$ cat src/design/asde_pkg.sv
package asde_pkg;

  localparam int REG_ADDR_W = 4;

  localparam logic [1:0] REG_ATTACK  = 2'd0;
  localparam logic [1:0] REG_SUSTAIN = 2'd1;
  localparam logic [1:0] REG_DECAY   = 2'd2;
  localparam logic [1:0] REG_LOOPED  = 2'd3;

  typedef struct packed {
    logic start;
  } div_ctrl_t;

  typedef struct packed {
    logic busy;
    logic done;
  } div_stat_t;

endpackage

$ cat src/design/asde_div.sv
module asde_div import asde_pkg::*; #(
  parameter int NUM_W = 24,
  parameter int Q_W   = 17
) (
  input  logic             clk,
  input  logic             rst,
  input  div_ctrl_t        ctrl,
  input  logic [NUM_W-1:0] num,
  input  logic [NUM_W-1:0] den,
  output div_stat_t        stat,
  output logic [Q_W-1:0]   quot
);

  localparam int CNT_W = $clog2(Q_W);

  logic [NUM_W:0]   rem;
  logic [NUM_W-1:0] divisor;
  logic [CNT_W-1:0] cnt;
  logic             busy;
  logic             done;

  logic             ge;
  logic [NUM_W:0]   rem_sub;

  always_comb begin
    ge      = rem >= {1'b0, divisor};
    rem_sub = ge ? rem - {1'b0, divisor} : rem;
  end

  always_ff @(posedge clk) begin
    if (rst) begin
      busy <= 1'b0;
      done <= 1'b0;
      cnt  <= '0;
    end else begin
      done <= 1'b0;
      if (ctrl.start) begin
        busy    <= 1'b1;
        cnt     <= CNT_W'(Q_W - 1);
        rem     <= {1'b0, num};
        divisor <= den;
      end else if (busy) begin
        quot <= {quot[Q_W-2:0], ge};
        rem  <= {rem_sub[NUM_W-1:0], 1'b0};
        if (cnt == '0) begin
          busy <= 1'b0;
          done <= 1'b1;
        end else begin
          cnt <= cnt - 1'b1;
        end
      end
    end
  end

  assign stat.busy = busy;
  assign stat.done = done;

endmodule

$ cat src/design/attack_sustain_decay_envelope.sv
// Attack, sustain and decay envelope, advanced one tick per input item.
// Input stream: s_tdata carries delta_time, s_tuser carries restart, which
// re-creates the envelope before the tick is applied. Output stream: one
// item per input item, m_tdata carries strength (FRAC_BITS fraction bits,
// one is 1 << FRAC_BITS), m_tuser carries alive.
// Phase times and the looped-sustain flag are written over the APB port at
// byte addresses 0, 4, 8 and 12; the user must do so only while no item is in
// flight, which the block itself does not enforce. An item is taken only
// when the block is idle. A tick that ramps (attack or decay) runs a
// restoring divider that yields one quotient bit a cycle; a tick with a
// constant level skips the divider. The next item is accepted in the cycle
// after the result enters the output register, so no new item is taken before
// the last one is through.
// When the receiver stalls, the result waits in the output register while
// the next item is worked on; that item then waits until the register frees.
// Reset clears the phase times, the looped flag, the phase age and done flags and
// the output valid, and starts the envelope in its endless state at full strength.
module attack_sustain_decay_envelope import asde_pkg::*; #(
  parameter int TIME_BITS = 24,
  parameter int FRAC_BITS = 16
) (
  input  logic                  clk,
  input  logic                  rst,
  input  logic                  s_tvalid,
  output logic                  s_tready,
  input  logic [15:0]           s_tdata,   // delta_time
  input  logic                  s_tuser,   // restart
  output logic                  m_tvalid,
  input  logic                  m_tready,
  output logic [((FRAC_BITS + 8) / 8) * 8 - 1:0] m_tdata,   // strength, zero fill
  output logic                  m_tuser,   // alive
  input  logic                  psel,
  input  logic                  penable,
  input  logic                  pwrite,
  input  logic [REG_ADDR_W-1:0] paddr,
  input  logic [31:0]           pwdata,
  output logic [31:0]           prdata,
  output logic                  pready
);

  localparam int LVL_W = FRAC_BITS + 1;
  localparam int OUT_W = ((LVL_W + 7) / 8) * 8;
  localparam int AGE_W = TIME_BITS + 1;
  localparam int SUM_W = ((AGE_W > 16) ? AGE_W : 16) + 1;
  localparam logic [LVL_W-1:0] LEVEL_ONE = LVL_W'(1) << FRAC_BITS;
  localparam logic [SUM_W-1:0] AGE_MAX   = SUM_W'({AGE_W{1'b1}});

  typedef enum logic [1:0] {S_IDLE, S_DIV, S_OUT} state_t;

  logic [TIME_BITS-1:0] attack_time;
  logic [TIME_BITS-1:0] sustain_time;
  logic [TIME_BITS-1:0] decay_time;
  logic                 looped_sustain;

  state_t               state;
  logic [AGE_W-1:0]     phase_age;
  logic                 attack_done;
  logic                 sustain_done;
  logic                 endless;
  logic                 running;
  logic [LVL_W-1:0]     res_level;
  logic                 res_alive;

  logic                 accept;
  logic                 r_run;
  logic                 r_endl;
  logic                 r_ad;
  logic                 r_sd;
  logic [AGE_W-1:0]     r_age;
  logic [TIME_BITS-1:0] a_eff;
  logic [TIME_BITS-1:0] s_eff;
  logic [TIME_BITS-1:0] a_n;
  logic [TIME_BITS-1:0] s_n;
  logic [SUM_W-1:0]     sum;
  logic [SUM_W-1:0]     nxt;
  logic [AGE_W-1:0]     age_next;
  logic                 ad_next;
  logic                 sd_next;
  logic                 run_next;
  logic                 need_div;
  logic [LVL_W-1:0]     lvl_const;
  logic [TIME_BITS-1:0] div_num;
  logic [TIME_BITS-1:0] div_den;

  div_ctrl_t            div_ctrl;
  div_stat_t            div_stat;
  logic [LVL_W-1:0]     quot;

  assign pready = 1'b1;

  always_ff @(posedge clk) begin
    if (rst) begin
      attack_time    <= '0;
      sustain_time   <= '0;
      decay_time     <= '0;
      looped_sustain <= 1'b0;
    end else if (psel && penable && pwrite && pready) begin
      case (paddr[3:2])
        REG_ATTACK:  attack_time    <= pwdata[TIME_BITS-1:0];
        REG_SUSTAIN: sustain_time   <= pwdata[TIME_BITS-1:0];
        REG_DECAY:   decay_time     <= pwdata[TIME_BITS-1:0];
        REG_LOOPED:  looped_sustain <= pwdata[0];
        default: ;
      endcase
    end
  end

  always_comb begin
    case (paddr[3:2])
      REG_ATTACK:  prdata = 32'(attack_time);
      REG_SUSTAIN: prdata = 32'(sustain_time);
      REG_DECAY:   prdata = 32'(decay_time);
      REG_LOOPED:  prdata = 32'(looped_sustain);
      default:     prdata = '0;
    endcase
  end

  assign s_tready = (state == S_IDLE);
  assign accept   = s_tvalid && s_tready;

  always_comb begin
    r_run  = s_tuser ? 1'b1 : running;
    r_endl = s_tuser ? (attack_time == '0 && sustain_time == '0 && decay_time == '0)
                     : endless;
    r_ad   = s_tuser ? 1'b0 : attack_done;
    r_sd   = s_tuser ? 1'b0 : sustain_done;
    r_age  = s_tuser ? '0 : phase_age;
    a_eff  = r_ad ? '0 : attack_time;
    s_eff  = r_sd ? '0 : sustain_time;
    sum    = SUM_W'(r_age) + SUM_W'(s_tdata);
    nxt    = (sum > AGE_MAX) ? AGE_MAX : sum;

    a_n       = a_eff;
    s_n       = s_eff;
    age_next  = r_age;
    ad_next   = r_ad;
    sd_next   = r_sd;
    run_next  = r_run;
    need_div  = 1'b0;
    lvl_const = '0;
    div_num   = '0;
    div_den   = '0;

    if (r_run && !r_endl) begin
      if (a_eff != '0 && nxt > SUM_W'(a_eff)) begin
        age_next = AGE_W'(nxt - SUM_W'(a_eff));
        ad_next  = 1'b1;
        a_n      = '0;
      end else if (a_eff == '0 && s_eff != '0) begin
        if (!looped_sustain) begin
          if (nxt > SUM_W'(s_eff)) begin
            age_next = '0;
            sd_next  = 1'b1;
            s_n      = '0;
          end else begin
            age_next = AGE_W'(nxt);
          end
        end
      end else begin
        age_next = AGE_W'(nxt);
      end

      if (a_n != '0) begin
        need_div = 1'b1;
        div_num  = (age_next > AGE_W'(a_n)) ? a_n : age_next[TIME_BITS-1:0];
        div_den  = a_n;
      end else if (s_n != '0) begin
        lvl_const = LEVEL_ONE;
      end else if (decay_time == '0 || age_next > AGE_W'(decay_time)) begin
        run_next = 1'b0;
      end else begin
        need_div = 1'b1;
        div_num  = decay_time - age_next[TIME_BITS-1:0];
        div_den  = decay_time;
      end
    end else if (r_run) begin
      lvl_const = LEVEL_ONE;
    end
  end

  assign div_ctrl.start = accept && need_div;

  asde_div #(
    .NUM_W (TIME_BITS),
    .Q_W   (LVL_W)
  ) u_div (
    .clk  (clk),
    .rst  (rst),
    .ctrl (div_ctrl),
    .num  (div_num),
    .den  (div_den),
    .stat (div_stat),
    .quot (quot)
  );

  always_ff @(posedge clk) begin
    if (rst) begin
      state        <= S_IDLE;
      phase_age    <= '0;
      attack_done  <= 1'b0;
      sustain_done <= 1'b0;
      endless      <= 1'b1;
      running      <= 1'b1;
      m_tvalid     <= 1'b0;
    end else begin
      if (m_tvalid && m_tready && state != S_OUT) begin
        m_tvalid <= 1'b0;
      end
      case (state)
        S_IDLE: begin
          if (accept) begin
            phase_age    <= age_next;
            attack_done  <= ad_next;
            sustain_done <= sd_next;
            endless      <= r_endl;
            running      <= run_next;
            res_alive    <= run_next;
            res_level    <= lvl_const;
            state        <= need_div ? S_DIV : S_OUT;
          end
        end
        S_DIV: begin
          if (div_stat.done) begin
            res_level <= quot;
            state     <= S_OUT;
          end
        end
        S_OUT: begin
          if (!m_tvalid || m_tready) begin
            m_tvalid <= 1'b1;
            m_tdata  <= OUT_W'(res_level);
            m_tuser  <= res_alive;
            state    <= S_IDLE;
          end
        end
        default: state <= S_IDLE;
      endcase
    end
  end

  a_busy_blocks_input: assert property (@(posedge clk) disable iff (rst)
    div_stat.busy |-> !s_tready)
    else $error("input taken while divider busy");

  a_done_in_div: assert property (@(posedge clk) disable iff (rst)
    div_stat.done |-> state == S_DIV)
    else $error("divider finished outside divide state");

  a_endless_runs: assert property (@(posedge clk) disable iff (rst)
    endless |-> running)
    else $error("endless envelope not running");

  a_dead_is_zero: assert property (@(posedge clk) disable iff (rst)
    m_tvalid && !m_tuser |-> m_tdata == '0)
    else $error("finished envelope with nonzero strength");

endmodule

$ cat config.mk
export PLATFORM = sky130hd
export DESIGN_NAME = attack_sustain_decay_envelope
export DESIGN_NICKNAME = d
export VERILOG_FILES = /design/src/design/asde_pkg.sv /design/src/design/asde_div.sv /design/src/design/attack_sustain_decay_envelope.sv
export SDC_FILE = /design/constraint.sdc
export NUM_CORES = 1
export LEC_CHECK = 0
export ABC_AREA = 1
export BUFFER_PORTS_ARGS = -buffer_cell sky130_fd_sc_hd__buf_2
export CELL_PAD_IN_SITES_DETAIL_PLACEMENT = 0
export CELL_PAD_IN_SITES_GLOBAL_PLACEMENT = 1
export CORE_MARGIN = 10
export CORE_UTILIZATION = 30
export CTS_CLUSTER_SIZE = 10
export DETAILED_ROUTE_END_ITERATION = 7
export GPL_TIMING_DRIVEN = 1
export PLACE_DENSITY_LB_ADDON = 0.3
export RECOVER_POWER = 100
export SLEW_MARGIN = 25
export SYNTH_ARGS = -nofsm -noshare
export SYNTH_HDL_FRONTEND = slang
export SYNTH_SLANG_ARGS = --single-unit
$ cat constraint.sdc
create_clock -name clk -period 11.2 [get_ports clk]
set_clock_uncertainty 0.15 [all_clocks]
set_input_delay 0.56 -clock clk [delete_from_list [all_inputs] [get_ports clk]]
set_output_delay 0.56 -clock clk [all_outputs]
set_load 0.1 [all_outputs]
==> impl_metrics.tcl, run 1 <==
set metrics [dict create \
    status "finished, violations left" \
    violations "capacitance limit, slew limit" \
    die_h_microns 264 \
    core_area_sq_mm 0.0589 \
    period_share 0.894 \
    grt_use_total 0.197 \
    drv_slew 126 \
    cp_max_fo 43 \
    insertion_delay_ns 0.60 \
    rr_worst_depth 47 \
    critical_path_depth 47 \
    crit_top_cell "nand2_1" \
    crit_arrival_ns 10.06 \
    synthTopCellsByCount "713 x nand2_1, 316 x inv_1, 271 x a21oi_1" \
    syn_inst 2636 \
    htree_levels 1 \
    fin_tns_setup_ns 0 \
    crit_end "u_div.rem[8]$_DFFE_PP_" \
    hold_class "primary input to flop" \
    final_area_sq_mm 0.0198 \
    synthToLayoutAreaGrowth_pct 11.1 \
    path_class "flop to flop" \
    synth_most_common_cell "nand2_1" \
    ioPinCount 120 \
    cp-startpoint "phase_age[15]$_SDFFE_PP0P_" \
    antenna_found_initial 0 \
    timing.rr.start "phase_age[15]$_SDFFE_PP0P_" \
    drv_cap 3 \
    setup_violations 0 \
    power_density_mw_per_mm2 232 \
    postSynth.asyncResetShare 0 \
    cts_buffers 29 \
    synth_area_leaders "edfxtp_1 17%, nand2_1 15%, dfxtp_1 13%" \
    synth_ff_type "dfxtp_1" \
    yosys.cell_types.count 60 \
    placed_area_sq_mm 0.0190 \
    clk_pin_slew_ns 0.06 \
    wl_per_cell_microns 20.7 \
    syn_avg_cell_area_sq_um 6.77 \
    syn_area_sq_mm 0.0178 \
    yosysTopAreaCellShare 0.172 \
    grt_pass1_wl_microns 107000 \
    rows 89 \
    cts_tree "built" \
    num_vias 17800 \
    max_slew_margin -0.812 \
    gp_congestion 1.00 \
    tightest_slew_ns 2.72 \
    min_period_ns 10.01 \
    max_clock_freq_ghz 0.0999 \
    fill_cells 6514 \
    cts.sinks 214 \
    startpoint_type "flop" \
    cp_slowest_stage_delay_ns 0.81 \
    place_ws_ns 1.27 \
    hpwl_microns 57800 \
    cts_root_buf "clkbuf_16" \
    port_buffers 93 \
    routed_wl_microns 72300 \
    critPathRequiredTime_ns 11.25 \
    globalRouteOverflowTotal 0 \
    rsz0062_at_grt "no" \
    yosysWarnings 0 \
    cp_num_buf_inv 9 \
    rr_endpoint "u_div.rem[8]$_DFFE_PP_" \
    p_leak_nw 8.88 \
    nets 2908 \
    drt-initial-drc-count 1526 \
    min-delay-start "pwdata[17]" \
    routed_via_density 5.11 \
    ys_seq_area_frac 0.297 \
    ir_worst_vdd_uv 138 \
    postCtsHoldBufs 0 \
    ant_nets 0 \
    post_cts_resized 0 \
    stdcell_count 3490 \
    synth-seq-cells 214 \
    dieArea_sq_mm 0.0696 \
    grt_pass1_vias 17000 \
    crit_path_end_kind "flop" \
    place_inst 3436 \
    synth_edf_count 102 \
    start_util 0.303 \
    grt_max_degree 75 \
    r2r_slack_ns 1.19 \
    drcViolationCount 0 \
    cts_buffer_depth 3 \
    first_pass_iters 6 \
    hold_violations 0 \
    crit_path_top_delay_cell "a21boi_1" \
    synth_largest_area_cell "edfxtp_1" \
    cts_setup_buffers 0 \
    drive_gt1_frac 0.0608 \
    worst_slack_ns 1.19 \
    path_delay_family "simple AND/OR/NAND/NOR gates" \
    die_w_microns 264 \
]
==> where the power goes <==
group,switching [mW],internal [mW],total (mW)
Combinational,1.95,0.751,2.70
Sequential,0.0397,0.913,0.953
Clock,0.378,0.577,0.956
==> cell families (layout without fill, tap and decap cells) <==
kind of cell,count (synthesis),in the layout,synth area share
AO/OA/AOI/OAI,565,565,0.173
XOR/XNOR,72,72,0.0353
adder cells (fa/ha/maj),154,154,0.109
buffers and inverters,432,498,0.101
flip-flops,214,214,0.297
multiplexers,1,1,0.000561
other,2,17,0.000421
AND/OR/NAND/NOR,1196,1196,0.283
==> through the flow <==
| stage | util | total power, mW | hold WS, ns |
|---|---|---|---|
| 6_report | 0.336 | 4.61 | 0.0694 |
| 5_1_grt | 0.336 | 4.92 | 0.0780 |
| 4_1_cts | 0.338 | 4.60 | 0.0536 |
| 3_5_place_dp | 0.322 | 3.63 | 0.256 |
| 3_3_place_gp | 0.322 | 3.63 | 0.254 |
| 2_1_floorplan | - | 2.81 | 0.250 |
==> tightest hold or removal path, stage by stage <==
cell and delay [ns]:
buf_2 0.10, nor2_1 0.04, nor2_1 0.08
==> sequential cells by signal (all words and copies together), names as in the netlist, 2 cells and up <==
register	cells
phase_age	25
u_div.rem	25
attack_time	24
decay_time	24
sustain_time	24
u_div.divisor	24
m_tdata	17
res_level	17
u_div.quot	17
u_div.cnt	5
state	2
==> cell usage in the layout, fill, tap and decap left out, types with 7 or more instances in the layout <==
cell type  netlist  final
or2_2            7      7
inv_2            7      7
a21o_1           7      7
nand4_1         27     27
conb_1           2     16
o21bai_1        11     11
xor2_1          39     39
o211ai_1        11     11
buf_4           21     13
xnor2_1         33     33
clkbuf_1        60     65
nand3_1        117    118
nor3_1          27     27
o21ai_0        195    205
nand3_2         10      9
nand2_1        713    716
edfxtp_1       102    102
a21oi_1        271    271
nor4_1          21     21
inv_1          316    315
dfxtp_1        112    112
clkbuf_16        0     30
nor2_1         234    233
buf_2           11     47
nor2_2           7      8
ha_1           151    151
nand2_2         16     14
o221ai_1        23     23
==> worst min-delay path by stage <==
stage / endpoint / slack [ns] / depth (start not counted)
5_1_grt: sustain_time[16]$_SDFFE_PP0P_ / 0.08 / 3
3_5_place_dp: m_tdata[15]$_DFFE_PP_ / 0.26 / 0
3_3_place_gp: m_tdata[7]$_DFFE_PP_ / 0.25 / 0
4_1_cts: sustain_time[16]$_SDFFE_PP0P_ / 0.05 / 3
6_report: sustain_time[17]$_SDFFE_PP0P_ / 0.07 / 3
2_1_floorplan: m_tdata[0]$_DFFE_PP_ / 0.25 / 0
==> final cells by class <==
class | count | area (sq um) | share of cell area
clock buffers | 45 | 867 | 0.0438
clock inverters | 8 | 110 | 0.00556
repair buffers | 117 | 548 | 0.0277
well taps | 773 | 967 | 0.0488
flip-flops and latches | 214 | 5310 | 0.268
inverters | 328 | 1230 | 0.0622
diodes | 1 | 2.50 | 0.000126
multi-input cells | 2004 | 10800 | 0.544
==> per-layer routing <==
| layer | routed length [microns] | vias to the layer above | global-route usage |
|---|---|---|---|
| met1 | 32300 | 8329 | 0.260 |
| met3 | 4160 | 94 | 0.0259 |
| li1 | - | 8809 | - |
| met5 | 0 | - | 0 |
| met4 | 2830 | 0 | 0.0697 |
| met2 | 33000 | 587 | 0.326 |
Note: power is estimated with default switching activity, not from simulation.
==> run 2, diff against run 1 <==
MAX_ROUTING_LAYER = met4   (was unset)
SYNTH_HIERARCHICAL = 1   (was unset)
==> run 2 against run 1 <==
Net effect: the flow still finishes with violations (capacitance limit, slew limit); synthesized cell count grew 7.3%; non-clock buffer count grew 1; routed wire length is essentially flat; maximum frequency grew 2.3%; critical path depth grew 6; global-route usage grew 0.56 points; via count grew 4.5%; sequential cell count is the same; synthesized area grew 3.3%; design area grew 2.0%; total power grew 4.5%; sequential share of layout area shrank 0.52 points.
==> impl_metrics.tcl, run 2 <==
set metrics [dict create \
    status "finished, violations left" \
    violations "capacitance limit, slew limit" \
    rr_endpoint "u_div/rem[10]$_DFFE_PP_" \
    antenna_found_initial 0 \
    insertion_delay_ns 0.58 \
    hpwl_microns 58100 \
    grt_pass1_vias 17900 \
    routed_via_density 5.06 \
    yosysWarnings 6 \
    ant_nets 0 \
    postCtsHoldBufs 0 \
    crit_path_end_kind "flop" \
    min-delay-start "pwdata[16]" \
    total_power_mw 4.81 \
    crit_arrival_ns 9.83 \
    diodes 0 \
    max_slew_margin -0.722 \
    top_regs "phase_age: 25 flops, u_div/rem: 25 flops" \
    tightest_slew_ns 2.58 \
    grt_use_total 0.203 \
    place_inst 3630 \
    crit_path_top_delay_cell "clkbuf_2" \
    drcViolationCount 0 \
    rsz0062_at_grt "no" \
    clk_pin_slew_ns 0.06 \
    hold_depth 3 \
    max_clock_freq_ghz 0.102 \
    synthToLayoutAreaGrowth_pct 9.63 \
    dieArea_sq_mm 0.0718 \
    grt_max_degree 79 \
    hold_violations 0 \
    htree_levels 1 \
    die_w_microns 268 \
    wl_per_cell_microns 19.7 \
    p_leak_nw 9.62 \
    timing.rr.start "phase_age[12]$_SDFFE_PP0P_" \
    rr_worst_depth 51 \
    core_area_sq_mm 0.0606 \
    syn_avg_cell_area_sq_um 6.52 \
    critPathRequiredTime_ns 11.24 \
    drt-initial-drc-count 1502 \
    drv_slew 183 \
    min_period_ns 9.79 \
    gp_congestion 0.997 \
    cp_max_fo 40 \
    r2r_slack_ns 1.79 \
    grt_pass1_wl_microns 109000 \
    die_h_microns 268 \
    cts_tree "built" \
    ir_worst_vdd_uv 119 \
    drv_cap 3 \
    hold_ws_ns 0.0986 \
    num_vias 18600 \
    cts_buffers 28 \
    rows 90 \
    cts_buffer_depth 3 \
    nets 3092 \
    layout_common_cells "829 x nand2_1, 354 x inv_1, 298 x nor2_1" \
    post_cts_resized 0 \
    period_share 0.874 \
    syn_inst 2829 \
    syn_area_sq_mm 0.0184 \
    globalRouteOverflowTotal 0 \
    cts_root_buf "clkbuf_16" \
    fin_tns_setup_ns 0 \
    cp_slowest_stage_delay_ns 0.57 \
    start_util 0.304 \
    crit_top_cell "nand2_1" \
    startpoint_type "primary input" \
    stdcell_count 3678 \
    power_density_mw_per_mm2 238 \
    cts_setup_buffers 0 \
    setup_violations 0 \
    port_buffers 93 \
    holdPathEnd "attack_time[16]$_SDFFE_PP0P_" \
    final_common_cell "nand2_1" \
    hold_class "primary input to flop" \
    routed_wl_microns 72300 \
    first_pass_iters 5 \
    cts.sinks 214 \
    path_class "primary input to flop" \
    ioPinCount 120 \
    drive_gt1_frac 0.0573 \
]
-- run 2: metrics by stage --
step | cell area (sq um) | setup slack [ns] | utilization
after floorplan | 18500 | 2.55 | -
after global placement | 19500 | 1.07 | 0.322
after detailed placement | 19500 | 0.965 | 0.322
after CTS | 20400 | 1.55 | 0.336
after global routing | 20200 | 0.380 | 0.334
final | 20200 | 1.41 | 0.334
-- run 2: final cells by class --
cell class	instances	area, sq um
clock buffers	41	781
clock inverters	7	66.3
fillers	6796	40400
inverters	383	1440
multi-input cells	2133	11100
flip-flops and latches	214	5310
well taps	782	978
repair buffers	118	554
-- run 2: worst max path at each step --
stage	start	endpoint	cells after the start
2_1_floorplan	s_tuser	u_div/rem[0]$_SDFFCE_PN0P_	58
3_3_place_gp	s_tuser	u_div/quot[5]$_DFFE_PP_	55
3_5_place_dp	s_tuser	u_div/quot[5]$_DFFE_PP_	55
4_1_cts	s_tuser	u_div/quot[11]$_DFFE_PP_	55
5_1_grt	s_tuser	u_div/rem[10]$_DFFE_PP_	53
6_report	s_tuser	u_div/rem[10]$_DFFE_PP_	53
-- run 2: per-layer routing --
layer | share of wire | routed length, microns | global-route usage | vias to the layer above
met4 | 0.046 | 3320 | 0.0820 | 0
li1 | - | - | - | 9261
met1 | 0.45 | 32700 | 0.265 | 8615
met3 | 0.058 | 4220 | 0.0223 | 115
met5 | 0 | 0 | - | -
met2 | 0.44 | 32100 | 0.317 | 626
-- run 2: power breakdown --
part | switching, mW | internal, mW
Combinational | 2.13 | 0.848
Clock | 0.361 | 0.502
Sequential | 0.0435 | 0.935
Total | 2.53 | 2.28
-- run 2: worst max-delay path, delay by kind of cell --
family                     cells  cell delay (ns)
buffers and inverters         13             2.87
and+or+nand+nor               28             3.56
adders and majority gates      4             1.32
AOI/OAI and AO/OA              8             1.44
==> run 3, diff against run 2 <==
ABC_AREA = unset   (was 1)
==> run 3 against run 2 <==
Net effect: the run still ends with capacitance limit, slew limit left; die area decreased by 6.3%; sequential power decreased by 7.1%; non-clock buffer count increased by 36; critical endpoint is now u_div/rem[13]$_DFFE_PP_; largest cell class unchanged.
==> impl_metrics.tcl, run 3 <==
set metrics [dict create \
    path_class "flop to flop" \
    hold_depth 3 \
    drive_gt1_frac 0.0870 \
    drv_cap 2 \
    port_buffers 93 \
    insertion_delay_ns 0.57 \
    grt_use_total 0.200 \
    r2r_slack_ns 0.51 \
    antenna_found_initial 0 \
    die_h_microns 259 \
    setup_violations 0 \
    final_common_cell "nand2_1" \
    rows 87 \
    die_w_microns 259 \
    grt_pass1_wl_microns 100000 \
    grt_use_met2 0.329 \
    met1_usage 0.258 \
    grt_pass1_vias 15500 \
    hpwl_microns 53100 \
    placed_area_sq_mm 0.0186 \
    register_area_sq_mm 0.00531 \
    syn_avg_cell_area_sq_um 8.11 \
    max_slew_margin -0.487 \
    multi_input_area_sq_mm 0.0109 \
    syn_inst 2120 \
    cp_slowest_stage_delay_ns 0.63 \
    violations "capacitance limit, slew limit" \
    cp_max_fo 31 \
    cts_buffers 27 \
    final_area_sq_mm 0.0192 \
    crit_path_top_delay_cell "a21boi_0" \
    tightest_slew_ns 2.23 \
    dieArea_sq_mm 0.0673 \
    gp_congestion 0.941 \
    routed_via_density 5.42 \
    yosysWarnings 6 \
    hold_violations 0 \
    rr_worst_depth 37 \
    worst_slack_ns 0.513 \
    ioPinCount 120 \
    cts_setup_buffers 0 \
    p_leak_nw 7.33 \
    start_util 0.304 \
    htree_levels 1 \
    core_area_sq_mm 0.0566 \
    routed_wl_microns 67300 \
    busiest_layer "met2" \
    first_pass_iters 5 \
    nets 2405 \
    place_ws_ns 0.501 \
    use_met3 0.0203 \
    status "finished, violations left" \
    layout_common_cells "375 x nand2_1, 221 x a21oi_1, 151 x ha_1" \
    startpoint_type "flop" \
    clk_pin_slew_ns 0.06 \
    drv_slew 51 \
    cp-startpoint "phase_age[0]$_SDFFE_PP0P_" \
    num_vias 16100 \
    cts_root_buf "clkbuf_16" \
    fin_tns_setup_ns 0 \
    max_clock_freq_ghz 0.0936 \
    crit_arrival_ns 10.78 \
    globalRouteOverflowTotal 0 \
    cts_buffer_depth 3 \
    wl_per_cell_microns 22.7 \
    cts_tree "built" \
    postCtsHoldBufs 0 \
    min_period_ns 10.69 \
    crit_path_end_kind "flop" \
    rsz0062_at_grt "no" \
    drcViolationCount 0 \
    synthToLayoutAreaGrowth_pct 11.9 \
    power_density_mw_per_mm2 169 \
    critPathRequiredTime_ns 11.29 \
    drt-initial-drc-count 1124 \
    fill_cells 6094 \
    post_cts_resized 0 \
    crit_top_cell "ha_1" \
    grt_max_degree 79 \
    rr_endpoint "u_div/rem[13]$_DFFE_PP_" \
    timing.rr.start "phase_age[0]$_SDFFE_PP0P_" \
    top_regs "phase_age: 25 flops, u_div/rem: 25 flops" \
    period_share 0.954 \
    ir_worst_vdd_uv 118 \
    fin_util 0.340 \
    hold_ws_ns 0.103 \
    ant_nets 0 \
    cts.sinks 214 \
    syn_area_sq_mm 0.0172 \
    diodes 0 \
    hold_class "primary input to flop" \
    crit_end "u_div/rem[13]$_DFFE_PP_" \
]
## run 3: how the worst min path moves through the flow
stage | startpoint | endpoint | slack, ns
global placement | res_level[15]$_SDFFCE_PN0P_ | m_tdata[15]$_DFFE_PP_ | 0.25
floorplan | res_level[0]$_SDFFCE_PN0P_ | m_tdata[0]$_DFFE_PP_ | 0.25
CTS | pwdata[21] | sustain_time[21]$_SDFFE_PP0P_ | 0.08
detailed placement | res_level[7]$_SDFFCE_PN0P_ | m_tdata[7]$_DFFE_PP_ | 0.25
finish | pwdata[21] | sustain_time[21]$_SDFFE_PP0P_ | 0.10
global route | pwdata[21] | sustain_time[21]$_SDFFE_PP0P_ | 0.1
## run 3: metrics by stage
step | total power, mW | cells
CTS | 3.27 | 2963
global route | 3.42 | 2963
floorplan | 1.93 | 2134
finish | 3.24 | 2963
detailed placement | 2.43 | 2918
global placement | 2.43 | 2918
## run 3: report_power, final
group          switching (mW)  internal [mW]  leakage [nW]  total [mW]
logic                   0.978          0.532          5.05        1.51
clock network           0.344          0.481         0.394       0.825
registers              0.0404          0.868          1.89       0.909
total                    1.36           1.88          7.33        3.24
## run 3: routing by layer
metal	routed length, microns	share of wire
met1	30700	0.46
met2	31800	0.47
met3	3040	0.045
met4	1720	0.026
met5	0	0
## run 3: final cells by class
| class | instances | area share |
|---|---|---|
| multi-input combinational | 1685 | 0.567 |
| sequential | 214 | 0.276 |
| timing repair buffer | 154 | 0.0444 |
| inverter | 109 | 0.0213 |
| tap | 756 | 0.0492 |
| clock inverter | 7 | 0.00332 |
| clock buffer | 38 | 0.0388 |
## run 3: worst max-delay path, delay by kind of cell, from the launching register on
kind	cells	cell delay [ns]
AOI/OAI and AO/OA	17	4.16
adders and majority gates	4	1.24
buffers and inverters	4	0.96
DFF	1	0.35
muxes	1	0.11
and+or+nand+nor	11	3.33
